[config.mk]
export PLATFORM = sky130hd
export DESIGN_NAME = golden_section_minimizer
export DESIGN_NICKNAME = d
export VERILOG_FILES = /design/src/rtl/gsm_pkg.sv /design/src/rtl/gsm_probe.sv /design/src/rtl/golden_section_minimizer.sv
export SDC_FILE = /design/constraint.sdc
export NUM_CORES = 2
export LEC_CHECK = 0
export ABC_CLOCK_PERIOD_IN_PS = 35200
export BUFFER_PORTS_ARGS = -buffer_cell sky130_fd_sc_hd__buf_4
export CAP_MARGIN = 20
export CELL_PAD_IN_SITES_DETAIL_PLACEMENT = 1
export CELL_PAD_IN_SITES_GLOBAL_PLACEMENT = 2
export CORE_MARGIN = 5
export CORE_UTILIZATION = 41
export DETAILED_ROUTE_END_ITERATION = 7
export PLACE_DENSITY = 0.88
export SYNTH_ARGS = -nofsm -noshare
export SYNTH_HDL_FRONTEND = slang
export SYNTH_SLANG_ARGS = --single-unit
export TNS_END_PERCENT = 5
[constraint.sdc]
create_clock -name clock -period 35.2 [get_ports clock]
set_input_delay 0 -clock clock [delete_from_list [all_inputs] [get_ports clock]]
set_output_delay 0 -clock clock [all_outputs]
set_load 0.01 [all_outputs]
[src/rtl/gsm_pkg.sv]
// shared constants for the golden-section minimizer
`timescale 1ns / 1ps

package gsm_pkg;

   // fixed port field widths
   localparam int FIELD_WIDTH = 32;
   localparam int TOL_WIDTH   = 31;
   localparam int KIND_WIDTH  = 2;
   localparam int PHASE_WIDTH = 3;

   // default position width, signed fixed point
   localparam int POS_WIDTH_DEFAULT = 32;

   // 1/phi as an unsigned fraction
   localparam int                    INV_PHI_BITS = 16;
   localparam logic [INV_PHI_BITS-1:0] INV_PHI    = 16'd40503;

   localparam logic [TOL_WIDTH-1:0] TOL_RESET = 31'd66;

   // request op codes
   localparam logic OP_START = 1'b0;
   localparam logic OP_VALUE = 1'b1;

   // response kinds
   localparam logic [KIND_WIDTH-1:0] KIND_PROBE = 2'd0;
   localparam logic [KIND_WIDTH-1:0] KIND_DONE  = 2'd1;
   localparam logic [KIND_WIDTH-1:0] KIND_ERROR = 2'd2;

   // search phases
   localparam logic [PHASE_WIDTH-1:0] PH_IDLE       = 3'd0;
   localparam logic [PHASE_WIDTH-1:0] PH_WAIT_C     = 3'd1;
   localparam logic [PHASE_WIDTH-1:0] PH_WAIT_D     = 3'd2;
   localparam logic [PHASE_WIDTH-1:0] PH_WAIT_NEW_C = 3'd3;
   localparam logic [PHASE_WIDTH-1:0] PH_WAIT_NEW_D = 3'd4;

endpackage

[src/rtl/gsm_probe.sv]
// inner point generator: span times 1/phi, offset from a base, clamped to the bounds
`timescale 1ns / 1ps

module gsm_probe #(
   parameter int POS_WIDTH = gsm_pkg::POS_WIDTH_DEFAULT
) (
   input  logic        [POS_WIDTH-1:0] diff,
   input  logic signed [POS_WIDTH-1:0] hi_base,
   input  logic signed [POS_WIDTH-1:0] lo_base,
   input  logic signed [POS_WIDTH-1:0] bound_low,
   input  logic signed [POS_WIDTH-1:0] bound_high,
   output logic signed [POS_WIDTH-1:0] probe_left,
   output logic signed [POS_WIDTH-1:0] probe_right
);
   import gsm_pkg::*;

   localparam int PROD_WIDTH = POS_WIDTH + INV_PHI_BITS;
   localparam int RAW_WIDTH  = POS_WIDTH + 2;

   logic        [PROD_WIDTH-1:0] prod;
   logic        [POS_WIDTH-1:0]  step;
   logic signed [RAW_WIDTH-1:0]  left_raw;
   logic signed [RAW_WIDTH-1:0]  right_raw;
   logic signed [RAW_WIDTH-1:0]  low_ext;
   logic signed [RAW_WIDTH-1:0]  high_ext;

   function automatic logic signed [POS_WIDTH-1:0] clamp(
      input logic signed [RAW_WIDTH-1:0] v,
      input logic signed [RAW_WIDTH-1:0] lo,
      input logic signed [RAW_WIDTH-1:0] hi
   );
      logic signed [RAW_WIDTH-1:0] r;
      if (v < lo) begin
         r = lo;
      end else if (hi < v) begin
         r = hi;
      end else begin
         r = v;
      end
      return r[POS_WIDTH-1:0];
   endfunction

   // exact floor(diff * INV_PHI / 2^16), with 1/phi held to 16 fraction bits
   assign prod = PROD_WIDTH'(diff) * PROD_WIDTH'(INV_PHI);
   assign step = prod[PROD_WIDTH-1:INV_PHI_BITS];

   assign left_raw  = RAW_WIDTH'(hi_base) - RAW_WIDTH'(step);
   assign right_raw = RAW_WIDTH'(lo_base) + RAW_WIDTH'(step);
   assign low_ext   = RAW_WIDTH'(bound_low);
   assign high_ext  = RAW_WIDTH'(bound_high);

   assign probe_left  = clamp(left_raw, low_ext, high_ext);
   assign probe_right = clamp(right_raw, low_ext, high_ext);

endmodule

[src/rtl/golden_section_minimizer.sv]
// golden-section minimizer, top level
// usage:
//  - req channel (valid/stall): op start brings the two ends, op value brings f at the
//    last probed point; a transfer happens when req_valid is high and req_stall low
//  - rsp channel (valid/stall): one response per request, kind probe (point to evaluate),
//    done (minimum estimate) or error (value with no search running, point zero)
//  - csr channel (valid/ready): writes the stop tolerance, always ready; write only
//    while no request is in flight
//  - a transferred request is registered in the input stage, then worked out into the
//    response register once that slot is free; rsp shows the registered response
//  - throughput: one request per cycle while rsp_stall stays low; the search state loop
//    (one 32x16 multiply, a clamp and the stop compare) is purely combinational
//  - a stalled response holds; one more request can be taken in the input stage,
//    after that req_stall rises until the response transfers
//  - reset (synchronous, active high) drops any search, empties both stages and
//    restores the tolerance to its default
`timescale 1ns / 1ps

module golden_section_minimizer #(
   parameter int POS_WIDTH = gsm_pkg::POS_WIDTH_DEFAULT
) (
   input  logic                                  clock,
   input  logic                                  reset,
   input  logic                                  req_valid,
   output logic                                  req_stall,
   input  logic                                  req_op,
   input  logic signed [gsm_pkg::FIELD_WIDTH-1:0] req_low_end,
   input  logic signed [gsm_pkg::FIELD_WIDTH-1:0] req_high_end,
   input  logic signed [gsm_pkg::FIELD_WIDTH-1:0] req_fvalue,
   output logic                                  rsp_valid,
   input  logic                                  rsp_stall,
   output logic        [gsm_pkg::KIND_WIDTH-1:0]  rsp_kind,
   output logic signed [gsm_pkg::FIELD_WIDTH-1:0] rsp_point,
   input  logic                                  csr_valid,
   output logic                                  csr_ready,
   input  logic        [gsm_pkg::TOL_WIDTH-1:0]   csr_tolerance
);
   import gsm_pkg::*;

   // width big enough for both a position and a port field
   localparam int EXT_WIDTH = (POS_WIDTH > FIELD_WIDTH) ? POS_WIDTH : FIELD_WIDTH;
   // width for the stop compare
   localparam int CMP_WIDTH = (POS_WIDTH > TOL_WIDTH) ? POS_WIDTH : TOL_WIDTH;

   // ---------------------------------------------------------------- helpers

   // distance between two positions, always non-negative
   function automatic logic [POS_WIDTH-1:0] gap(
      input logic signed [POS_WIDTH-1:0] x,
      input logic signed [POS_WIDTH-1:0] y
   );
      logic [POS_WIDTH-1:0] r;
      if (x < y) begin
         r = y - x;
      end else begin
         r = x - y;
      end
      return r;
   endfunction

   // interval length, zero when the ends have crossed
   function automatic logic [POS_WIDTH-1:0] span(
      input logic signed [POS_WIDTH-1:0] hi,
      input logic signed [POS_WIDTH-1:0] lo
   );
      logic [POS_WIDTH-1:0] r;
      if (hi < lo) begin
         r = '0;
      end else begin
         r = hi - lo;
      end
      return r;
   endfunction

   // floor of the midpoint, taken from the lower point
   function automatic logic signed [POS_WIDTH-1:0] mid(
      input logic signed [POS_WIDTH-1:0] x,
      input logic signed [POS_WIDTH-1:0] y
   );
      logic signed [POS_WIDTH-1:0] lo;
      lo = (y < x) ? y : x;
      return lo + (gap(x, y) >> 1);
   endfunction

   // ---------------------------------------------------------------- signals

   // input stage
   logic                         s1_valid_ff, s1_valid_in;
   logic                         s1_op_ff;
   logic signed [FIELD_WIDTH-1:0] s1_low_ff, s1_high_ff, s1_fvalue_ff;
   logic                         accept;
   logic                         out_free;
   logic                         go;

   // configuration
   logic [TOL_WIDTH-1:0] tolerance_ff;

   // search state
   logic [PHASE_WIDTH-1:0]      phase_ff, phase_in;
   logic signed [POS_WIDTH-1:0] left_end_ff, left_end_in;
   logic signed [POS_WIDTH-1:0] right_end_ff, right_end_in;
   logic signed [POS_WIDTH-1:0] inner_left_ff, inner_left_in;
   logic signed [POS_WIDTH-1:0] inner_right_ff, inner_right_in;
   logic signed [POS_WIDTH-1:0] bound_low_ff, bound_low_in;
   logic signed [POS_WIDTH-1:0] bound_high_ff, bound_high_in;
   logic signed [FIELD_WIDTH-1:0] value_left_ff, value_left_in;
   logic signed [FIELD_WIDTH-1:0] value_right_ff, value_right_in;

   // response register
   logic                        rsp_valid_ff, rsp_valid_in;
   logic [KIND_WIDTH-1:0]       rsp_kind_ff, rsp_kind_in;
   logic signed [POS_WIDTH-1:0] rsp_point_ff, rsp_point_in;
   logic signed [EXT_WIDTH-1:0] point_ext;

   // start decode
   logic signed [EXT_WIDTH-1:0] low_ext, high_ext;
   logic signed [POS_WIDTH-1:0] pos_low, pos_high;
   logic signed [POS_WIDTH-1:0] sort_lo, sort_hi;
   logic                        is_start;

   // narrowing
   logic signed [FIELD_WIDTH-1:0] val_left_eff, val_right_eff;
   logic                          keep_left;
   logic signed [POS_WIDTH-1:0]   nar_c, nar_d;
   logic                          nar_close, cur_close;
   logic                          do_narrow;

   // probe unit hookup
   logic        [POS_WIDTH-1:0] pr_diff;
   logic signed [POS_WIDTH-1:0] pr_hi_base, pr_lo_base, pr_bound_low, pr_bound_high;
   logic signed [POS_WIDTH-1:0] probe_left, probe_right;

   // ---------------------------------------------------------------- handshakes

   // the response slot frees up when empty or being taken this cycle
   assign out_free  = !rsp_valid_ff || !rsp_stall;
   assign go        = s1_valid_ff && out_free;
   assign req_stall = s1_valid_ff && !out_free;
   assign accept    = req_valid && !req_stall;
   assign csr_ready = 1'b1;

   assign s1_valid_in  = accept ? 1'b1 : (go ? 1'b0 : s1_valid_ff);
   assign rsp_valid_in = go ? 1'b1 : (rsp_stall ? rsp_valid_ff : 1'b0);

   always_ff @(posedge clock) begin
      if (reset) begin
         s1_valid_ff  <= 1'b0;
         rsp_valid_ff <= 1'b0;
         phase_ff     <= PH_IDLE;
         tolerance_ff <= TOL_RESET;
      end else begin
         s1_valid_ff  <= s1_valid_in;
         rsp_valid_ff <= rsp_valid_in;
         if (go) begin
            phase_ff <= phase_in;
         end
         if (csr_valid && csr_ready) begin
            tolerance_ff <= csr_tolerance;
         end
      end
   end

   // input stage payload
   always_ff @(posedge clock) begin
      if (accept) begin
         s1_op_ff     <= req_op;
         s1_low_ff    <= req_low_end;
         s1_high_ff   <= req_high_end;
         s1_fvalue_ff <= req_fvalue;
      end
   end

   // search data and response payload move only when a request is worked out
   always_ff @(posedge clock) begin
      if (go) begin
         left_end_ff    <= left_end_in;
         right_end_ff   <= right_end_in;
         inner_left_ff  <= inner_left_in;
         inner_right_ff <= inner_right_in;
         bound_low_ff   <= bound_low_in;
         bound_high_ff  <= bound_high_in;
         value_left_ff  <= value_left_in;
         value_right_ff <= value_right_in;
         rsp_kind_ff    <= rsp_kind_in;
         rsp_point_ff   <= rsp_point_in;
      end
   end

   // ---------------------------------------------------------------- datapath

   // port fields to position width
   assign low_ext  = EXT_WIDTH'(s1_low_ff);
   assign high_ext = EXT_WIDTH'(s1_high_ff);
   assign pos_low  = low_ext[POS_WIDTH-1:0];
   assign pos_high = high_ext[POS_WIDTH-1:0];
   assign is_start = (s1_op_ff == OP_START);

   // reversed ends get sorted before anything else
   assign sort_lo = (pos_high < pos_low) ? pos_high : pos_low;
   assign sort_hi = (pos_high < pos_low) ? pos_low : pos_high;

   // the fresh value replaces the stored one for the point it belongs to
   assign val_left_eff  = (phase_ff == PH_WAIT_C || phase_ff == PH_WAIT_NEW_C) ?
                          s1_fvalue_ff : value_left_ff;
   assign val_right_eff = (phase_ff == PH_WAIT_D || phase_ff == PH_WAIT_NEW_D) ?
                          s1_fvalue_ff : value_right_ff;

   // ties keep the right side
   assign keep_left = (val_left_eff < val_right_eff);

   // one probe unit serves both the start and each narrowing step
   always_comb begin
      if (is_start) begin
         pr_diff       = span(sort_hi, sort_lo);
         pr_hi_base    = sort_hi;
         pr_lo_base    = sort_lo;
         pr_bound_low  = sort_lo;
         pr_bound_high = sort_hi;
      end else begin
         pr_diff       = keep_left ? span(inner_right_ff, left_end_ff)
                                   : span(right_end_ff, inner_left_ff);
         pr_hi_base    = inner_right_ff;
         pr_lo_base    = inner_left_ff;
         pr_bound_low  = bound_low_ff;
         pr_bound_high = bound_high_ff;
      end
   end

   gsm_probe #(
      .POS_WIDTH (POS_WIDTH)
   ) u_probe (
      .diff        (pr_diff),
      .hi_base     (pr_hi_base),
      .lo_base     (pr_lo_base),
      .bound_low   (pr_bound_low),
      .bound_high  (pr_bound_high),
      .probe_left  (probe_left),
      .probe_right (probe_right)
   );

   // inner points after a narrowing step
   assign nar_c = keep_left ? probe_left : inner_right_ff;
   assign nar_d = keep_left ? inner_left_ff : probe_right;

   assign cur_close = CMP_WIDTH'(gap(inner_left_ff, inner_right_ff)) <=
                      CMP_WIDTH'(tolerance_ff);
   assign nar_close = CMP_WIDTH'(gap(nar_c, nar_d)) <= CMP_WIDTH'(tolerance_ff);

   // ---------------------------------------------------------------- search control

   always_comb begin
      phase_in       = phase_ff;
      left_end_in    = left_end_ff;
      right_end_in   = right_end_ff;
      inner_left_in  = inner_left_ff;
      inner_right_in = inner_right_ff;
      bound_low_in   = bound_low_ff;
      bound_high_in  = bound_high_ff;
      value_left_in  = value_left_ff;
      value_right_in = value_right_ff;
      rsp_kind_in    = KIND_PROBE;
      rsp_point_in   = '0;
      do_narrow      = 1'b0;

      if (is_start) begin
         if (pos_low == pos_high) begin
            // empty interval: answer at once
            phase_in     = PH_IDLE;
            rsp_kind_in  = KIND_DONE;
            rsp_point_in = pos_low;
         end else begin
            left_end_in    = sort_lo;
            right_end_in   = sort_hi;
            bound_low_in   = sort_lo;
            bound_high_in  = sort_hi;
            inner_left_in  = probe_left;
            inner_right_in = probe_right;
            phase_in       = PH_WAIT_C;
            rsp_point_in   = probe_left;
         end
      end else begin
         unique case (phase_ff)
            PH_WAIT_C: begin
               value_left_in = s1_fvalue_ff;
               phase_in      = PH_WAIT_D;
               rsp_point_in  = inner_right_ff;
            end
            PH_WAIT_D: begin
               value_right_in = s1_fvalue_ff;
               if (cur_close) begin
                  phase_in     = PH_IDLE;
                  rsp_kind_in  = KIND_DONE;
                  rsp_point_in = mid(inner_left_ff, inner_right_ff);
               end else begin
                  do_narrow = 1'b1;
               end
            end
            PH_WAIT_NEW_C: begin
               value_left_in = s1_fvalue_ff;
               do_narrow     = 1'b1;
            end
            PH_WAIT_NEW_D: begin
               value_right_in = s1_fvalue_ff;
               do_narrow      = 1'b1;
            end
            default: begin
               // value with no search running
               phase_in     = PH_IDLE;
               rsp_kind_in  = KIND_ERROR;
               rsp_point_in = '0;
            end
         endcase
      end

      if (do_narrow) begin
         inner_left_in  = nar_c;
         inner_right_in = nar_d;
         if (keep_left) begin
            right_end_in   = inner_right_ff;
            value_right_in = val_left_eff;
         end else begin
            left_end_in   = inner_left_ff;
            value_left_in = val_right_eff;
         end
         if (nar_close) begin
            phase_in     = PH_IDLE;
            rsp_kind_in  = KIND_DONE;
            rsp_point_in = mid(nar_c, nar_d);
         end else if (keep_left) begin
            phase_in     = PH_WAIT_NEW_C;
            rsp_point_in = probe_left;
         end else begin
            phase_in     = PH_WAIT_NEW_D;
            rsp_point_in = probe_right;
         end
      end
   end

   // ---------------------------------------------------------------- outputs

   assign point_ext = EXT_WIDTH'(rsp_point_ff);
   assign rsp_valid = rsp_valid_ff;
   assign rsp_kind  = rsp_kind_ff;
   assign rsp_point = point_ext[FIELD_WIDTH-1:0];

   // ---------------------------------------------------------------- checks

`ifndef SYNTHESIS
   // a running search always has a proper, sorted interval
   a_bounds_sorted: assert property (@(posedge clock) disable iff (reset)
      (phase_ff != PH_IDLE) |-> (bound_low_ff < bound_high_ff))
      else $error("search running with unsorted bounds");

   // every probe handed out lies between the clamp bounds
   a_probe_in_bounds: assert property (@(posedge clock) disable iff (reset)
      (rsp_valid_ff && rsp_kind_ff == KIND_PROBE) |->
      (bound_low_ff <= rsp_point_ff && rsp_point_ff <= bound_high_ff))
      else $error("probe outside the search bounds");

   // a done or error response leaves the search idle
   a_done_idle: assert property (@(posedge clock) disable iff (reset)
      (rsp_valid_ff && (rsp_kind_ff == KIND_DONE || rsp_kind_ff == KIND_ERROR)) |->
      (phase_ff == PH_IDLE))
      else $error("search still running after done or error");

   // a worked-out request always lands in the response register
   a_go_responds: assert property (@(posedge clock) disable iff (reset)
      go |=> rsp_valid_ff)
      else $error("request worked out without a response");
`endif

endmodule

## After elaboration in Yosys (flattened, before gate mapping)

Cells that the tools add are included.

- Output and inout bits: 37
- Memories: 0
- Bits in registers: 423
- Bits in read-only memories: 0
- Memory bits (writable): 0
- Bits in latches: 0
- Logic and storage cells: 152

- Equal/unequal tests: 10
- Bitwise operators: 2
- Reduce and logical (&&, ||, !) cells: 18
- Muxes and demuxes: 77
- Divide/modulo/power cells: 0
- Shift operators: 0
- $add $sub $neg: 11
- Multipliers: 1
- $lt $le $gt $ge: 15

Operators by type and width:

| cell | count |
|---|---|
| 2-to-1 mux 32 bit | 56 |
| less-than comparator 32 bit | 9 |
| subtractor 32 bit | 7 |
| less-than comparator 32 x 34 -> 1 bit | 2 |
| less-than comparator 34 x 32 -> 1 bit | 2 |
| adder 32 x 31 -> 32 bit | 2 |
| less-or-equal comparator 32 x 31 -> 1 bit | 2 |
| case mux 32 bit (2 select lines) | 1 |
| multiplier 32 x 16 -> 48 bit (second input constant) | 1 |
| adder 32 x 33 -> 34 bit | 1 |
| subtractor 32 x 33 -> 34 bit | 1 |
| equality test 32 bit | 1 |
| 2-to-1 mux 3 bit | 5 |
| 2-to-1 mux 1 bit | 9 |
| case mux 3 bit (3 select lines) | 1 |
| AND reduction 3 bit | 3 |
| equality test 3 x 2 -> 1 bit (second input constant) | 2 |
| 2-to-1 mux 2 bit | 3 |
| OR reduction 2 bit | 3 |
| logical NOT 1 bit | 4 |
| inequality test 2 x 1 -> 1 bit (second input constant) | 2 |
| inequality test 4 bit (second input constant) | 1 |
| case mux 2 bit (2 select lines) | 1 |
| equality test 3 x 1 -> 1 bit (second input constant) | 1 |
| 9 further kinds | 14 |

## Depth between registers and ports, before layout

- Word-level depth: 20
- Depth in mapped cells: 132
- Gate-level depth less buffers: 119

## Cells and area by module

A second synthesis with hierarchy kept.

- Cells, all modules: 6,946
- Area total of the unflattened synthesis: 57,685.3 µm²

Modules (own cells, without submodules):

| module | area an instance (µm²) | instances | cells each | sequential area each (µm²) |
|---|---|---|---|---|
| golden_section_minimizer | 40,483.8 | 1 | 4,903 | 12,341.8 |
| gsm_probe | 17,201.5 | 1 | 2,043 | 0.0 |

## Worst setup path before layout

Ideal clock, no wire load.

- Path type: reg2reg
- Start: reg s1_high_ff[29] (netlist: high_ext[29])
- End: reg rsp_point_ff[30] (netlist: rsp_point[30]), data pin
- Slack: 10,136 ps
- Cell stages (with the launch flop): 123
- Path buffers: 14
- Arrival: 24,797 ps
- Period minus slack after synthesis: 25,064 ps
- Path through: edfxtp_1 ha_1 buf_2 nand4_1 or3_4 nor4_4 o31ai_1 nand4_1 clkbuf_1 buf_2 clkbuf_1 buf_2 buf_1 clkbuf_1 clkbuf_1 o21a_1 ha_1 inv_1 [... 87 more ...] a21oi_1 o21bai_1 a21oi_1 o21bai_1 a21oi_1 o21ai_0 a21oi_1 o21ai_0 nand4_1 a31oi_1 a41oi_1 a211o_1 o211ai_1 a31o_2 a21oi_1 xor2_1 mux2_2 o21ai_1

- Longest elaborated chain between the ends: 18
- Elaborated cells on any way between the ends: 40
- Those cells by class: add/sub (6); mul (1); order compare (9); eq/ne (1); mux (23)

RTL lines:

| element | line | RTL |
|---|---|---|
| from (decl) | golden_section_minimizer.sv:90 | `logic signed [FIELD_WIDTH-1:0] s1_low_ff, s1_high_ff, s1_fvalue_ff;` |
| from (signal assigned) | golden_section_minimizer.sv:168 | `s1_high_ff <= req_high_end;` |
| less-than comparator 32 bit | golden_section_minimizer.sv:199, golden_section_minimizer.sv:200 |  |
| 2-to-1 mux 32 bit, on equally long branches | golden_section_minimizer.sv:200, golden_section_minimizer.sv:199 |  |
| subtractor 32 bit or less-than comparator 32 bit (tied branches) | golden_section_minimizer.sv:70, golden_section_minimizer.sv:67 |  |
| 2-to-1 mux 32 bit | golden_section_minimizer.sv:67 | `if (hi < lo) begin` |
| 2-to-1 mux 32 bit | golden_section_minimizer.sv:213 | `if (is_start) begin` |
| multiplier 32 x 16 -> 48 bit | gsm_probe.sv:44 | `assign prod = PROD_WIDTH'(diff) * PROD_WIDTH'(INV_PHI);` |
| subtractor 32 x 33 -> 34 bit or adder 32 x 33 -> 34 bit (tied branches) | gsm_probe.sv:47, gsm_probe.sv:48 |  |
| less-than comparator 32 x 34 -> 1 bit | gsm_probe.sv:35 | `end else if (hi < v) begin` |
| [... 3 more ...] | n/a |  |
| subtractor 32 bit (tied with other cells) | golden_section_minimizer.sv:56 | `r = x - y;` |
| 2-to-1 mux 32 bit | golden_section_minimizer.sv:53 | `if (x < y) begin` |
| 2-to-1 mux 32 bit | golden_section_minimizer.sv:325 | `if (nar_close) begin` |
| 2-to-1 mux 32 bit | golden_section_minimizer.sv:315 | `if (do_narrow) begin` |
| adder 32 x 31 -> 32 bit | golden_section_minimizer.sv:82 | `return lo + (gap(x, y) >> 1);` |
| 2-to-1 mux 32 bit | golden_section_minimizer.sv:325 |  |
| 2-to-1 mux 32 bit * | golden_section_minimizer.sv:315 |  |
| via rsp_point_in[30] | golden_section_minimizer.sv:112 | `logic signed [POS_WIDTH-1:0] rsp_point_ff, rsp_point_in;` |
| to (signal assigned) | golden_section_minimizer.sv:185 | `rsp_point_ff <= rsp_point_in;` |
| to (decl) | golden_section_minimizer.sv:112 |  |

The timed path passes the listed nets; every way through them passes the cells marked *. The select of a mux whose other input is x is not followed.
A chain may end at the register's enable or synchronous reset.

## Worst setup path in the final report

- Start: reg s1_high_ff[31] (netlist: high_ext[31])
- End: reg rsp_point_ff[18] (netlist: rsp_point[18]), data pin

Same word-level chain as after synthesis.

==> flow_summary.yaml <==
min_path:
  worst_hold_path_type: "input port to flip-flop"
sta:
  post_layout_minimum_cycle_time_ns: 30.41
  final_max_slew_viol_count: 0
  min_period_over_period: 0.864
  max_slew.worst_pin.slew_ns: 1.12
  fmax_mhz: 32.9
  setup-violations-final: 0
  hold_viol_final: 0
  layout_setup_ws_ns: 4.79
  unrepaired_setup_endpoints_after_global_routing: "no"
  setup_tns_ns: 0
  slew_headroom: 0.242
  clock-skew-final_ns: 0.0217
global_routing:
  grt_remaining_overflow: 0
  grt_antenna_before_repair: 4
  grt_pass1_vias: 55000
  total_global_routing_track_utilization: 0.322
  maximum_number_of_pins_on_one_net_before_global_route_repair: 102
  grt_pass1_wl_um: 357000
finish:
  nets: 8138
  layout_commonest_cell: "sky130_fd_sc_hd__inv_1"
  drive_gt1_frac: 0.0754
  n_fill_cell: 16200
  seq_area_um2: 12300
  multi_input_logic_area_um2: 40600
  area_growth_syn_to_layout_pct: 13.0
  postLayoutCellArea_um2: 64200
  layout_common_cells: "sky130_fd_sc_hd__inv_1, sky130_fd_sc_hd__ha_1, sky130_fd_sc_hd__nand2_1"
place:
  area_post_placement_um2: 60100
  finalWeightedCongestion: 0.996
  io_buffers: 168
  detailedPlace.worstSlack_ns: 5.77
  hpwlAfterDp_um: 197000
clock_tree:
  cts.path.max_buffers: 3
  clock_tree_from_tritoncts: "yes"
  clkSinkCount: 423
  clk_root_buffer_cell: "sky130_fd_sc_hd__clkbuf_16"
  h-tree-depth: 2
  path_clk_slew_ns: 0.07
  cts_buffers: 60
  post_cts_buffers: 0
  clock_latency_at_the_later_pin_of_the_worst_skew_pair_ns: 0.69
critical_path:
  wp_data_arrival_ns: 30.86
  slowest_delay_ns: 0.86
  worst_path_max_delay_cell: "sky130_fd_sc_hd__a222oi_1"
  critical_setup_path_class: "flip-flop to flip-flop"
  critPathRequiredTime_ns: 35.64
  critical_path.startpoint_type: "flip-flop"
  worst-path-max-fanout: 59
  end_kind: "flip-flop"
synth:
  postSynthRegisterBits: 423
  post_synth_num_cell_types: 104
  yosysWarningCount: 0
  synth_sequential_area_ratio: 0.217
  postSynthNetCount: 7887
  area_of_the_mapped_netlist_um2: 56900
  netlist_instances: 6757
  dominantRegCellSynth: "sky130_fd_sc_hd__edfxtp_1"
  number_of_enable_type_register_cells_in_the_synthesized_netlist: 387
  share_of_the_synthesized_area_in_the_top_cell_type: 0.204
  synth-async-reset-ratio: 0
  synthesis.area_per_instance_um2: 8.41
  synth.area.top_cells: "sky130_fd_sc_hd__edfxtp_1, sky130_fd_sc_hd__ha_1, sky130_fd_sc_hd__fa_1"
  synth_top_cell_by_area: "sky130_fd_sc_hd__edfxtp_1"
die:
  die_width_um: 382
  rows: 136
  core_area_um2: 138000
  die_h_um: 382
  design.portCount: 170
  fp.dieArea_um2: 146000
  floorplan.initialDensity: 0.413
drt:
  avgRoutedWirePerCell_um: 27.5
  final_antenna_net_count: 0
  drt_iter0_markers: 3973
  route.detailed.drc: 0
  detailroute.via_count: 53300
  drt_wl_total_um: 243000
  vias_per_cell: 6.03
  drt-pass1-iter-count: 7
flow_run:
  timing.max_cap.violations: 0
outcome:
  run_status: "completed"
==> synthesized netlist by cell type (12+ instances only) <==
library cell,number
sky130_fd_sc_hd__and3_1,32
sky130_fd_sc_hd__a211oi_1,47
sky130_fd_sc_hd__o31ai_1,20
sky130_fd_sc_hd__ha_1,759
sky130_fd_sc_hd__or2_2,41
sky130_fd_sc_hd__a22oi_1,41
sky130_fd_sc_hd__o21a_1,54
sky130_fd_sc_hd__or3_1,20
sky130_fd_sc_hd__nor2b_1,76
sky130_fd_sc_hd__nor3_1,76
sky130_fd_sc_hd__nand4_1,91
sky130_fd_sc_hd__a31oi_1,47
sky130_fd_sc_hd__fa_1,238
sky130_fd_sc_hd__mux2i_1,216
sky130_fd_sc_hd__nand3_1,68
sky130_fd_sc_hd__edfxtp_1,387
sky130_fd_sc_hd__o221ai_1,24
sky130_fd_sc_hd__o311a_1,13
sky130_fd_sc_hd__o211ai_1,95
sky130_fd_sc_hd__a21boi_0,79
sky130_fd_sc_hd__o41ai_1,17
sky130_fd_sc_hd__a21o_1,237
sky130_fd_sc_hd__a21oi_1,563
sky130_fd_sc_hd__a22o_1,13
sky130_fd_sc_hd__o21bai_1,99
sky130_fd_sc_hd__buf_2,15
sky130_fd_sc_hd__a221oi_1,12
sky130_fd_sc_hd__and2_1,28
sky130_fd_sc_hd__xor2_1,99
sky130_fd_sc_hd__inv_1,808
sky130_fd_sc_hd__o31a_1,14
sky130_fd_sc_hd__nand2b_1,61
sky130_fd_sc_hd__nor4_1,14
sky130_fd_sc_hd__buf_1,25
sky130_fd_sc_hd__o22ai_1,40
sky130_fd_sc_hd__a211o_1,20
sky130_fd_sc_hd__nor2_1,416
sky130_fd_sc_hd__o21ai_0,545
sky130_fd_sc_hd__nand2_1,589
sky130_fd_sc_hd__clkbuf_1,234
sky130_fd_sc_hd__mux2_2,73
sky130_fd_sc_hd__dfxtp_1,36
sky130_fd_sc_hd__xnor2_1,180
==> final timing paths <==
check	from	to	slack, ns	cells past startpoint
setup / recovery	high_ext[31]$_DFFE_PP_	rsp_point[18]$_DFFE_PP_	4.79	110
hold / removal	req_fvalue[12]	s1_fvalue_ff[12]$_DFFE_PP_	0.03	2
setup reg to reg	high_ext[31]$_DFFE_PP_	rsp_point[18]$_DFFE_PP_	4.79	110
hold reg to reg	phase_ff[2]$_SDFFE_PP0P_	phase_ff[2]$_SDFFE_PP0P_	0.57	2
==> state kept, by name, indices dropped and copies added, names as in the netlist, 31 cells and up <==
name	flops
bound_high_ff	32
bound_low_ff	32
high_ext	32
inner_left_ff	32
inner_right_ff	32
left_end_ff	32
low_ext	32
right_end_ff	32
rsp_point	32
s1_fvalue_ff	32
value_left_ff	32
value_right_ff	32
tolerance_ff	31
==> final cells by class <==
| cell class | instances | share of cell area |
|---|---|---|
| Multi-Input combinational cell | 5242 | 0.631 |
| Inverter | 810 | 0.0474 |
| Sequential cell | 423 | 0.192 |
| Antenna cell | 1 | 0.0000390 |
| Clock inverter | 33 | 0.00512 |
| Timing Repair Buffer | 471 | 0.0635 |
| Clock buffer | 74 | 0.0253 |
| Tap cell | 1794 | 0.0349 |
==> routing by layer <==
layer | global-route usage | up-vias | routed length, um
met4 | 0.142 | 2 | 12800
met2 | 0.541 | 1697 | 113000
met3 | 0.0379 | 414 | 13500
met5 | 0 | - | 7
li1 | - | 24600 | -
met1 | 0.419 | 26600 | 104000
==> worst max-delay path, delay by kind of cell (launching register included) <==
| kind | cells | cell delay [ns] |
|---|---|---|
| buffers and inverters | 13 | 2.71 |
| DFF | 1 | 0.41 |
| xor gates and xnor gates | 5 | 0.91 |
| and+or+nand+nor | 22 | 5.08 |
| AOI/OAI and AO/OA | 58 | 15.73 |
| adders and majority gates | 12 | 5.08 |
==> through the flow <==
stage | hold WS (ns) | std cells | utilization
4_1_cts | 0.000282 | 8845 | 0.466
3_5_place_dp | 0.179 | 8527 | 0.437
2_1_floorplan | 0.0989 | 6757 | -
6_report | 0.0335 | 8848 | 0.467
5_1_grt | 0.0231 | 8847 | 0.467
3_3_place_gp | 0.178 | 8525 | 0.437
==> logic make-up after synthesis <==
group	Yosys count	share of synthesized area
AND/OR/NAND/NOR	1567	0.128
XOR/XNOR	281	0.0436
other	1	0.0000660
AO/OA/AOI/OAI	2103	0.234
buffers and inverters	1092	0.0732
flip-flops	423	0.217
adder cells (fa/ha/maj)	1001	0.252
multiplexers	289	0.0525
==> timing repair <==
action,in CTS,in global routing
gates resized for setup,0,0
endpoints found under the hold margin,144,0
hold buffers,211,0
Power is not shown: default switching activity piles up to over one toggle a cycle in this logic, so the estimate is an artifact.
